## config.mk

```make
export PLATFORM = sky130hd
export DESIGN_NAME = cfr_front
export DESIGN_NICKNAME = d
export VERILOG_FILES = /design/src/rtl/cfr_pkg.sv /design/src/rtl/cfr_front.sv
export SDC_FILE = /design/constraint.sdc
export NUM_CORES = 1
export LEC_CHECK = 0
export ABC_AREA = 1
export BUFFER_PORTS_ARGS = -buffer_cell sky130_fd_sc_hd__buf_2
export CAP_MARGIN = 0
export CORE_MARGIN = 2
export CORE_UTILIZATION = 38
export DETAILED_ROUTE_END_ITERATION = 16
export PLACE_DENSITY = 0.65
export SLEW_MARGIN = 20
export SYNTH_ARGS = -nofsm -noshare
export SYNTH_HDL_FRONTEND = slang
export SYNTH_SLANG_ARGS = --single-unit
```

## constraint.sdc

```tcl
create_clock -name clock -period 3.3 [get_ports clock]
set_clock_uncertainty 0.05 [all_clocks]
set_input_delay 0.66 -clock clock [delete_from_list [all_inputs] [get_ports clock]]
set_output_delay 0.66 -clock clock [all_outputs]
set_load 0.02 [all_outputs]
```

## src/rtl/cfr_pkg.sv

```systemverilog
// Shared types, codes and SHA-256 constants of the checked frame receiver.
package cfr_pkg;

   localparam int HDR_LEN   = 39;
   localparam int MARK_POS0 = 0;
   localparam int MARK_POS1 = 5;
   localparam int MARK_POS2 = 38;

   // Largest body; the widths of read_index and message_length are sized for it.
   localparam int BODY_MAX  = 1024;

   // Request kinds, as decoded by the front end.
   localparam logic [1:0] KIND_BYTE = 2'd0;
   localparam logic [1:0] KIND_TICK = 2'd1;
   localparam logic [1:0] KIND_READ = 2'd2;
   localparam logic [1:0] KIND_NONE = 2'd3;

   // Result outcomes.
   localparam logic [2:0] OC_ACCEPT     = 3'd0;
   localparam logic [2:0] OC_BAD_DIGEST = 3'd1;
   localparam logic [2:0] OC_GIVE_UP    = 3'd2;
   localparam logic [2:0] OC_TOO_LONG   = 3'd3;
   localparam logic [2:0] OC_TIMEOUT    = 3'd4;
   localparam logic [2:0] OC_READ       = 3'd5;

   // Message types.
   localparam logic [1:0] MT_TIME    = 2'd0;
   localparam logic [1:0] MT_INFO    = 2'd1;
   localparam logic [1:0] MT_CONTENT = 2'd2;
   localparam logic [1:0] MT_UNKNOWN = 2'd3;

   localparam logic [31:0] SHA_K [0:63] = '{
      32'h428a2f98, 32'h71374491, 32'hb5c0fbcf, 32'he9b5dba5,
      32'h3956c25b, 32'h59f111f1, 32'h923f82a4, 32'hab1c5ed5,
      32'hd807aa98, 32'h12835b01, 32'h243185be, 32'h550c7dc3,
      32'h72be5d74, 32'h80deb1fe, 32'h9bdc06a7, 32'hc19bf174,
      32'he49b69c1, 32'hefbe4786, 32'h0fc19dc6, 32'h240ca1cc,
      32'h2de92c6f, 32'h4a7484aa, 32'h5cb0a9dc, 32'h76f988da,
      32'h983e5152, 32'ha831c66d, 32'hb00327c8, 32'hbf597fc7,
      32'hc6e00bf3, 32'hd5a79147, 32'h06ca6351, 32'h14292967,
      32'h27b70a85, 32'h2e1b2138, 32'h4d2c6dfc, 32'h53380d13,
      32'h650a7354, 32'h766a0abb, 32'h81c2c92e, 32'h92722c85,
      32'ha2bfe8a1, 32'ha81a664b, 32'hc24b8b70, 32'hc76c51a3,
      32'hd192e819, 32'hd6990624, 32'hf40e3585, 32'h106aa070,
      32'h19a4c116, 32'h1e376c08, 32'h2748774c, 32'h34b0bcb5,
      32'h391c0cb3, 32'h4ed8aa4a, 32'h5b9cca4f, 32'h682e6ff3,
      32'h748f82ee, 32'h78a5636f, 32'h84c87814, 32'h8cc70208,
      32'h90befffa, 32'ha4506ceb, 32'hbef9a3f7, 32'hc67178f2
   };

   localparam logic [31:0] SHA_IV [0:7] = '{
      32'h6a09e667, 32'hbb67ae85, 32'h3c6ef372, 32'ha54ff53a,
      32'h510e527f, 32'h9b05688c, 32'h1f83d9ab, 32'h5be0cd19
   };

   typedef struct packed {
      logic [7:0]  frame_marker;
      logic [7:0]  ack_code;
      logic [7:0]  nack_code;
      logic [7:0]  time_type_code;
      logic [7:0]  file_info_type_code;
      logic [7:0]  file_content_type_code;
      logic [15:0] timeout_ticks;
      logic [3:0]  max_retries;
   } cfg_type;

   typedef struct packed {
      logic [1:0] kind;
      logic [7:0] rx_byte;
      logic [9:0] read_index;
   } item_type;

   typedef struct packed {
      logic [2:0]  outcome;
      logic [7:0]  reply_byte;
      logic [1:0]  message_type;
      logic [10:0] message_length;
      logic [7:0]  read_data;
   } res_type;

endpackage

```

## src/rtl/cfr_front.sv

```systemverilog
// Front end: takes requests, decodes their kind and queues them in two entries.
module cfr_front (
   input  logic               clock,
   input  logic               reset,
   input  logic               req_tvalid,
   output logic               req_tready,
   input  logic [23:0]        req_tdata,
   input  logic [1:0]         req_tuser,
   output logic               item_valid,
   output cfr_pkg::item_type  item,
   input  logic               item_pop
);

   import cfr_pkg::*;

   item_type   q_ff [2];
   logic       wr_ptr_ff, wr_ptr_in;
   logic       rd_ptr_ff, rd_ptr_in;
   logic [1:0] cnt_ff, cnt_in;
   logic       push;
   item_type   incoming;

   always_comb begin
      incoming.kind       = req_tuser;
      incoming.rx_byte    = req_tdata[7:0];
      incoming.read_index = req_tdata[17:8];
   end

   assign req_tready = (cnt_ff != 2'd2);
   // An unused request kind causes nothing, so it is not queued.
   assign push       = req_tvalid && req_tready && (incoming.kind != KIND_NONE);
   assign item_valid = (cnt_ff != 2'd0);
   assign item       = q_ff[rd_ptr_ff];

   always_comb begin
      wr_ptr_in = wr_ptr_ff ^ push;
      rd_ptr_in = rd_ptr_ff ^ item_pop;
      cnt_in    = cnt_ff + {1'b0, push} - {1'b0, item_pop};
   end

   always_ff @(posedge clock) begin
      if (reset) begin
         wr_ptr_ff <= 1'b0;
         rd_ptr_ff <= 1'b0;
         cnt_ff    <= 2'd0;
      end else begin
         wr_ptr_ff <= wr_ptr_in;
         rd_ptr_ff <= rd_ptr_in;
         cnt_ff    <= cnt_in;
      end
      if (push) begin
         q_ff[wr_ptr_ff] <= incoming;
      end
   end

endmodule

```

## Word level (Yosys, flattened, before mapping)

Memory sizes are Yosys's and may differ from the RTL's. A register that Yosys moved wholly into a read port is not among the register bits.
Index checks and enable logic that the tools add are counted.

- Register bits: 4
- Memory bits (writable): 40
- Memories kept: 1
- Input port bits: 30
- Word-level logic and storage cells: 16

Memory list:

| memory | depth | bits a word | read ports | clocked after Yosys merged registers in | wr ports | line | RTL |
|---|---|---|---|---|---|---|---|
| q_ff | 2 | 20 | 1 | 1 | 1 | cfr_front.sv:16 | `item_type q_ff [2];` |

- Bitwise logic cells: 2
- Equal/unequal tests: 2
- Add/subtract/negate cells: 2
- Reduce and logical (&&, ||, !) cells: 3
- Mux-type cells: 3

Operator list:

| cell | count |
|---|---|
| $ne 2x2->1 const B | 2 |
| $mux 1 | 3 |
| $add 2x1->2 | 1 |
| $logic_and 1x1->1 | 2 |
| $reduce_bool 2->1 | 1 |
| $sub 2x1->2 | 1 |
| $xor 1x1->1 | 2 |

## Longest topological paths before layout

Gate-level depths: netlist of the first run.

- Depth after elaboration: 5
- Depth in mapped cells: 11
- Gate-level depth less buffers: 11

## Least setup slack after synthesis of the first run

OpenSTA, ideal clock, no wires.

- Path type: input port to flip-flop
- Start point: in req_tuser[0]
- End point: mem q_ff[1][0] (netlist name) (enable)
- Stages: 3
- Required time: 2,853 ps
- Arrival time: 1,731 ps
- Setup time: 397 ps
- Slack: 1,123 ps
- Cell sequence: nand2_1 -> nand3_2 -> nor2_1

- Longest elaborated chain between the ends: 4

RTL lines:

| what | line | RTL |
|---|---|---|
| from (decl) | cfr_front.sv:8 | `input logic [1:0] req_tuser,` |
| $ne 2x2->1 | cfr_front.sv:31 | `assign push = req_tvalid && req_tready && (incoming.kind != KIND_NONE);` |
| $logic_and 1x1->1 | cfr_front.sv:31 |  |
| $mux 1 | cfr_front.sv:51 | `if (push) begin` |
| $mux 1 (implied by the code) | cfr_front.sv:52 | `q_ff[wr_ptr_ff] <= incoming;` |
| to (decl) | cfr_front.sv:16 |  |

Every way passes these cells.

==> key figures, run 1 <==
Floorplan
  • Vert. Die Dim: 70.15 um
  • CORE AREA: 4294 um2
  • IO Pins: 52
  • Placement row count: 24
  • Initial Utilization: 0.3872
  • Die width: 70.15 um
  • Die Area: 4921 um2

Clocking
  • CTS tree: done
  • Reg clk slew, reported paths: 0.08 ns
  • Clock Path Buffers: 2
  • Clock Sinks: 44
  • Clk Latency, worst-skew pair: 0.29 ns
  • Clock root buffer: clkbuf_8
  • Post-CTS Setup Bufs: 0
  • H-tree levels: 2
  • Cts bufs inserted: 5
  • Post-CTS Hold Buffers: 0
  • Cts repair resizes: 0

Route
  • Wire length on met3: 194 um
  • Vias per cell: 4.576
  • Routed wire per std cell: 13.55 um
  • Routed WL: 2683 um
  • DRC viols: 0
  • Detailed router's first-iteration violation count: 34
  • Post-detailed-route count of antenna-violating nets: 0
  • Post-Route M1 WL: 1073 um
  • Via count: 906
  • TritonRoute pass-1 iters: 4
  • Met2 WL: 1366 um
  • Uppermost layer routed: met4

Synthesis
  • Mapped cell area: 1663 um2
  • Cell taking the most area after synthesis: edfxtp_1
  • Netlist cell types: 12
  • Post-synth EDFFs: 40
  • Synth area leaders: edfxtp_1, mux2_2, dfxtp_1
  • Syn avg cell area: 18.07 um2
  • #FFs+latches synth: 44
  • Async SR Flop Fraction: 0
  • Commonest cells in the netlist: edfxtp_1, mux2_2, inv_1, nand2_1, nor2_1
  • Top cell type's share of synthesized area: 0.7223
  • Syn. warnings: 0
  • Post-Syn Instances: 92
  • Synth Flop Type: edfxtp_1
  • Net count after synthesis: 124
  • Sequential share of the synthesized area: 0.7705
  • Count leader, synth: edfxtp_1

Worst setup path
  • Worst setup path category: register to output port
  • WP data arrival: 1.73 ns
  • Register-to-Register Path Depth: 6
  • Reg2Reg Setup Slack: 1.51 ns
  • Worst Setup End Kind: output port
  • Reg-to-Reg End: q_ff[0][8]
  • Critical path launch point type: register
  • Critical Path RT: 2.59 ns
  • Max Fanout on Critical Path: 11
  • R2R Path Start: cnt_ff[0]

Job
  • Max-cap violations: 0

Global routing
  • Vias in the first global route: 944
  • Antenna violations before repair: 0
  • Total grt overflow: 0
  • Largest net degree at the start of global routing: 15
  • GRT Resource Usage Total: 0.1151
  • First-pass GRT wire length: 4140 um

STA
  • RSZ-0062 raised after global routing: no
  • Rel. slew slack: 0.6660
  • Fmax: 409.5 MHz
  • Final Hold Fails: 0
  • Final slew viol count: 0
  • # setup viols final: 0
  • Total negative slack: 0 ns
  • Tightest Pin Transition: 0.5004 ns
  • Period utilisation layout: 0.7400
  • Crit path time final: 2.442 ns

Finish
  • Fill cells: 391
  • Share of cells above drive strength 1: 0.5342
  • # nets final: 177
  • Ant diodes: 0
  • Area grow syn2layout: 23.48%
  • Final core occ: 0.4781
  • Post-route cell area: 2053 um2

Worst hold path
  • Hold path cells: 1
  • Worst Hold End: q_ff[1][6]
  • Hold Startpoint: req_tdata[14]
  • HP Class: primary input to register

Pwr
  • PwrDens: 594.3 nW/um2
  • Final Power: 1.220 mW
  • Max IR drop VDD: 341.8 uV
  • Leakage: 0.7957 nW

Placement
  • Post-DP HPWL: 1975 um
  • Placed cell area: 1956 um2
  • Routability cong.: 0.6979
  • PortBufs: 45

Status
  • Status: completed
state kept, by name, summed over array words and instances (netlist names):
name	count
cnt_ff	2
rd_ptr_ff	1
wr_ptr_ff	1
q_ff	40
worst max-delay path by stage:
stage                             from         end  depth (start not counted)
after detailed placement  req_tuser[0]  q_ff[0][3]                          6
after global routing         rd_ptr_ff     item[0]                          3
after CTS                    rd_ptr_ff     item[0]                          3
after floorplan           req_tuser[0]  q_ff[1][0]                          3
after global placement    req_tuser[0]  q_ff[0][9]                          6
final                        rd_ptr_ff     item[5]                          3
stage by stage:
stage	instances	setup slack [ns]	hold WS [ns]
after floorplan	92	1.123	0.4844
after global placement	190	1.153	0.5126
after detailed placement	190	1.091	0.5154
after CTS	198	0.8051	0.4950
after global routing	198	0.7434	0.4904
final	198	0.8582	0.5067
layout make-up:
cell class / instances / area (um2) / area share
clock inverter: 2 / 15.01 / 0.007313
timing repair buffer: 48 / 247.7 / 0.1207
clock buffer: 6 / 82.58 / 0.04022
multi-input combinational: 39 / 335.3 / 0.1633
inverter: 7 / 26.28 / 0.01280
tap: 52 / 65.06 / 0.03169
sequential: 44 / 1281 / 0.6240
cells by family (layout without fill, tap and decap cells):
family / Yosys count / after routing / share of synthesized area
muxes: 20 / 20 / 0.1354
AOI/OAI and AO/OA: 1 / 1 / 0.003007
and+or+nand+nor: 14 / 14 / 0.03612
adders and majority gates: 2 / 2 / 0.01505
xor gates and xnor gates: 2 / 2 / 0.01054
buffers and inverters: 9 / 63 / 0.02935
DFF: 44 / 44 / 0.7705
critical path, stage by stage (launching register included):
cell     delay (ns)
dfxtp_1        0.64
buf_4          0.29
mux2_2         0.35
buf_2          0.16
per-layer routing:
| layer | up-vias | global-route usage |
|---|---|---|
| met1 | 431 | 0.1121 |
| met4 | 0 | 0.05128 |
| li1 | 440 | - |
| met5 | - | 0 |
| met3 | 4 | 0.05195 |
| met2 | 31 | 0.2074 |
report_power, final:
part	internal, mW	leakage, nW	switching (mW)	total [mW]
Clock	0.169	0.0434	0.174	0.343
Combinational	0.0826	0.350	0.121	0.203
Sequential	0.658	0.403	0.0156	0.674
cell usage in the layout, fill, tap and decap left out, types with 3 or more instances in the layout:
cell      instances
mux2_2           20
buf_4             3
dfxtp_1           4
buf_2            45
nand2_1           7
nor2_1            4
clkbuf_8          6
edfxtp_1         40
inv_1             7
Power figures use the tool's default switching activity.
==> run 2, diff against run 1 <==
- ABC_AREA: 1 -> 0
- clock period: 3.3 -> 2.5 ns (I/O delays scaled with it)
==> key figures, run 2 <==
STA
  • Tightest Pin Transition: 0.1893 ns
  • RSZ-0062 raised after global routing: no
  • Total negative slack: 0 ns
  • Period utilisation layout: 0.7535
  • Fmax: 530.8 MHz
  • Crit path time final: 1.884 ns
  • Rel. slew slack: 0.8729
  • # setup viols final: 0
  • Final slew viol count: 0
  • Final Hold Fails: 0

Finish
  • Share of cells above drive strength 1: 0.5845
  • Fill cells: 398
  • Max reg flops: 40
  • Top Registers: q_ff: 40 flops, cnt_ff: 2 flops
  • # nets final: 173
  • Most frequent cells in the layout: buf_2, edfxtp_1, mux2_2, clkbuf_8, buf_4
  • Ant diodes: 0
  • Area grow syn2layout: 26.58%
  • Most flop-heavy register: q_ff
  • Most common cell after layout, fill and taps aside: buf_2

Route
  • DRC viols: 0
  • Via count: 897
  • TritonRoute pass-1 iters: 3
  • Post-detailed-route count of antenna-violating nets: 0
  • Routed wire per std cell: 14.41 um
  • Vias per cell: 4.624
  • Routed WL: 2796 um
  • Detailed router's first-iteration violation count: 59

Global routing
  • Vias in the first global route: 957
  • Largest net degree at the start of global routing: 15
  • Antenna violations before repair: 0
  • First-pass GRT wire length: 4409 um
  • Total grt overflow: 0
  • GRT Resource Usage Total: 0.1214

Floorplan
  • Initial Utilization: 0.3869
  • CORE AREA: 4294 um2
  • IO Pins: 52
  • Placement row count: 24
  • Die width: 70.13 um
  • Die Area: 4918 um2
  • Vert. Die Dim: 70.13 um

Worst setup path
  • Critical Path RT: 1.95 ns
  • CP max stage delay: 0.36 ns
  • Worst Setup End Kind: output port
  • WP data arrival: 1.33 ns
  • Critical-path cell list: buf_4, mux2_2, buf_2
  • Delay-heaviest family, CP: buffers and inverters
  • Critical path launch point type: register
  • Worst setup path category: register to output port
  • Critical path buffers and inverters: 2
  • Max Fanout on Critical Path: 11
  • Critical Path Slowest Stage Cell: mux2_2

Pwr
  • Clock Power Share: 0.304
  • Max IR drop VDD: 361.7 uV
  • Internal: 1.368 mW
  • Seq pwr share: 0.502
  • PwrDens: 863.3 nW/um2
  • Leakage: 0.8092 nW
  • Net load switching power: 0.4473 mW
  • Final Power: 1.816 mW
  • Sw frac: 0.2463
  • Combinational group share of total power: 0.193

Synthesis
  • Synth Flop Type: edfxtp_1
  • #FFs+latches synth: 44
  • Syn. warnings: 0
  • Mapped cell area: 1662 um2
  • Post-synth EDFFs: 40
  • Top cell type's share of synthesized area: 0.7229
  • Synth area leaders: edfxtp_1, mux2_2, dfxtp_1
  • Syn avg cell area: 19.55 um2
  • Net count after synthesis: 117
  • Sequential share of the synthesized area: 0.7711
  • Count leader, synth: edfxtp_1
  • Post-Syn Instances: 85
  • Cell taking the most area after synthesis: edfxtp_1
  • Commonest cells in the netlist: edfxtp_1, mux2_2, dfxtp_1
  • Async SR Flop Fraction: 0
  • Netlist cell types: 16

Clocking
  • Reg clk slew, reported paths: 0.08 ns
  • CTS tree: done
  • Cts bufs inserted: 5
  • Post-CTS Setup Bufs: 0
  • H-tree levels: 2
  • Post-CTS Hold Buffers: 0
  • Cts repair resizes: 0
  • Clock root buffer: clkbuf_8
  • Clk Latency, worst-skew pair: 0.28 ns
  • Clock Sinks: 44
  • Clock Path Buffers: 2

Job
  • Max-cap violations: 0

Worst hold path
  • HP Class: primary input to register

Status
  • Status: completed

Placement
  • Post-DP HPWL: 2072 um
  • PortBufs: 45
  • Routability cong.: 0.7347
-- run 2: layer usage --
layer	routed length, um	up-vias	track usage
met5	0	-	0
li1	-	433	-
met1	1136	429	0.1306
met2	1472	33	0.2222
met4	17	0	0.03846
met3	169	2	0.04185
-- run 2: cell families after synthesis --
kind of cell | count (synthesis) | share of synthesized area
compound gates | 1 | 0.007529
xor+xnor | 3 | 0.01582
fa+ha+maj | 2 | 0.01506
buf+inv | 4 | 0.01355
flops | 44 | 0.7711
mux | 21 | 0.1446
simple gates | 10 | 0.03238
-- run 2: stage by stage --
step / hold WS, ns / cell area [um2] / util / cells / setup WS, ns
6_report: 0.3478 / 2103 / 0.4898 / 194 / 0.6161
3_3_place_gp: 0.4882 / 1982 / 0.4615 / 186 / 0.6085
3_5_place_dp: 0.4971 / 1982 / 0.4615 / 186 / 0.5252
5_1_grt: 0.3314 / 2103 / 0.4898 / 194 / 0.5355
2_1_floorplan: 0.4732 / 1662 / - / 85 / 0.6673
4_1_cts: 0.3363 / 2103 / 0.4898 / 194 / 0.5928
-- run 2: power by group through the flow --
stage	clock network (mW)	logic [mW]	registers (mW)
final	0.553	0.351	0.912
after global routing	0.599	0.382	0.919
after CTS	0.570	0.360	0.914
after detailed placement	0	0.358	0.931
after global placement	0	0.341	0.924
after floorplan	0	0.233	0.924
-- run 2: path summary, 6_finish.rpt --
kind	from	endpoint	slack, ns	cells past startpoint
max	rd_ptr_ff	item[5]	0.62	3
min	req_tdata[3]	q_ff[0][13]	0.35	1
max reg2reg	cnt_ff[0]	cnt_ff[1]	0.72	7
min reg2reg	wr_ptr_ff	wr_ptr_ff	0.50	3
-- run 2: area by class of cell --
class	instances	area (um2)	share of cell area
Tap cell	52	65.06	0.03093
Clock inverter	2	38.79	0.01844
Timing Repair Buffer	51	270.3	0.1285
Clock buffer	6	82.58	0.03926
Sequential cell	44	1281	0.6092
Inverter	2	7.507	0.003569
Multi-Input combinational cell	37	357.8	0.1701
-- run 2: worst reg2reg max path: cells and delay by family (launching register included) --
| family | cells | cell delay, ns |
|---|---|---|
| AND/OR/NAND/NOR | 3 | 0.58 |
| flip-flops | 1 | 0.33 |
| XOR/XNOR | 2 | 0.27 |
| multiplexers | 1 | 0.25 |
| adder cells (fa/ha/maj) | 1 | 0.20 |
==> run 3, diff against run 2 <==
- ABC_AREA: 0 -> 1
- PLACE_DENSITY: 0.65 -> 0.68
- clock period: 2.5 -> 1.7 ns (I/O delays scaled with it)
==> key figures, run 3 (synthesis gave the netlist of run 1 again) <==
Status
  • Status: completed

Clocking
  • Clock Sinks: 44
  • Clock Path Buffers: 2
  • Cts bufs inserted: 5
  • Clock root buffer: clkbuf_8
  • Clk Latency, worst-skew pair: 0.29 ns
  • H-tree levels: 2
  • CTS tree: done
  • Post-CTS Hold Buffers: 0
  • Reg clk slew, reported paths: 0.08 ns

Global routing
  • Largest net degree at the start of global routing: 14
  • Total grt overflow: 0
  • GRT Resource Usage Total: 0.1160
  • Antenna violations before repair: 0
  • Vias in the first global route: 1010
  • First-pass GRT wire length: 4374 um

Route
  • Via count: 935
  • DRC viols: 0
  • TritonRoute pass-1 iters: 3
  • Routed WL: 2633 um
  • Routed wire per std cell: 12.97 um
  • Post-detailed-route count of antenna-violating nets: 0
  • Vias per cell: 4.606
  • Detailed router's first-iteration violation count: 40

Placement
  • Post-DP HPWL: 1913 um
  • Routability cong.: 0.7576
  • Placed cell area: 1998 um2
  • Dpl ws: 0.1201 ns
  • Placed cells: 193
  • PortBufs: 45

Worst setup path
  • Reg2Reg Setup Slack: 0.19 ns
  • Critical-path cell list: buf_6, mux2_2, buf_2
  • WP data arrival: 1.30 ns
  • Critical path launch point type: register
  • Max Fanout on Critical Path: 6
  • Reg-to-Reg End: cnt_ff[1]
  • Register-to-Register Path Depth: 11
  • Worst Setup End Kind: output port
  • Critical Path Slowest Stage Cell: dfxtp_4
  • Worst setup path category: register to output port
  • CP max stage delay: 0.38 ns
  • Critical Path RT: 1.31 ns
  • R2R Path Start: cnt_ff[0]

STA
  • Total negative slack: 0 ns
  • Tightest Pin Transition: 0.1726 ns
  • Fmax: 591.2 MHz
  • Final slew viol count: 0
  • RSZ-0062 raised after global routing: yes
  • # setup viols final: 0
  • Period utilisation layout: 0.9950
  • Hold slack: 0.1841 ns
  • Final Hold Fails: 0
  • Rel. slew slack: 0.8848
  • Crit path time final: 1.691 ns
  • Final worst slack: 0.008549 ns

Pwr
  • Final Power: 2.516 mW
  • PwrDens: 1160 nW/um2
  • Leakage: 0.8618 nW
  • Max IR drop VDD: 537.8 uV

Floorplan
  • Die width: 70.15 um
  • Die Area: 4921 um2
  • Placement row count: 24
  • Initial Utilization: 0.3872
  • Vert. Die Dim: 70.15 um
  • IO Pins: 52
  • CORE AREA: 4294 um2

Finish
  • Share of cells above drive strength 1: 0.5629
  • Final core occ: 0.5050
  • Most flop-heavy register: q_ff
  • Fill cells: 387
  • # nets final: 182
  • Fin cells: 203
  • Most common cell after layout, fill and taps aside: buf_2
  • Top Registers: q_ff: 40 flops, cnt_ff: 2 flops
  • Most frequent cells in the layout: buf_2, edfxtp_1, mux2_2, buf_4
  • Max reg flops: 40
  • Post-route cell area: 2168 um2
  • Area grow syn2layout: 30.40%
  • Ant diodes: 0

Worst hold path
  • Hold path cells: 1
  • Worst Hold End: q_ff[1][15]
  • HP Class: primary input to register
  • Hold Startpoint: req_tdata[5]

Job
  • Max-cap violations: 0
[run 3: changes by cell type in the layout (fill, tap and decap cells not counted), sizes merged]
cell / delta
inv: +5
nand2: +6
nand3: +2
nor2: +2
nand2b: -1
xnor2: -1
a21oi: +1
nor2b: -2
and3: -1
buf: +2
and2: -1
or2: -1
a31oi: -1
mux2: -1
[run 3: timing repair]
item,CTS,global route
cloned,1,0
setup endpoints to repair,20,21
setup buffers,0,1
resized for setup,6,9
[run 3: critical path: cells and delay by family, from the launching register on]
kind	cells	cell delay (ns)
buffers and inverters	2	0.30
DFF	1	0.38
muxes	1	0.34
[run 3: worst max path at each step]
stage                             from         end  depth (start not counted)
after floorplan              cnt_ff[0]  q_ff[0][0]                          5
after global placement    req_tuser[0]   cnt_ff[1]                         11
after detailed placement  req_tuser[0]   cnt_ff[1]                         10
after CTS                    rd_ptr_ff    item[14]                          3
after global routing         rd_ptr_ff    item[11]                          3
final                        rd_ptr_ff     item[6]                          3
[run 3: cell type report]
class / count / area (um2) / share of cell area
clock buffer: 6 / 72.57 / 0.03347
timing repair buffer: 53 / 322.8 / 0.1489
multi-input combinational: 39 / 361.6 / 0.1668
tap: 52 / 65.06 / 0.03001
sequential: 44 / 1285 / 0.5926
inverter: 7 / 26.28 / 0.01212
clock inverter: 2 / 35.03 / 0.01616
[run 3: routing by layer]
metal / part of all wire / global-route usage / wire [um]
met4: 0.011 / 0.05128 / 29
met1: 0.41 / 0.1331 / 1075
met5: 0 / 0 / 0
met2: 0.50 / 0.1915 / 1305
met3: 0.084 / 0.04618 / 222
[run 3: power by group]
group / total, mW / switching (mW) / internal (mW)
Sequential: 1.30 / 0.0244 / 1.28
Combinational: 0.458 / 0.252 / 0.206
Clock: 0.755 / 0.320 / 0.436
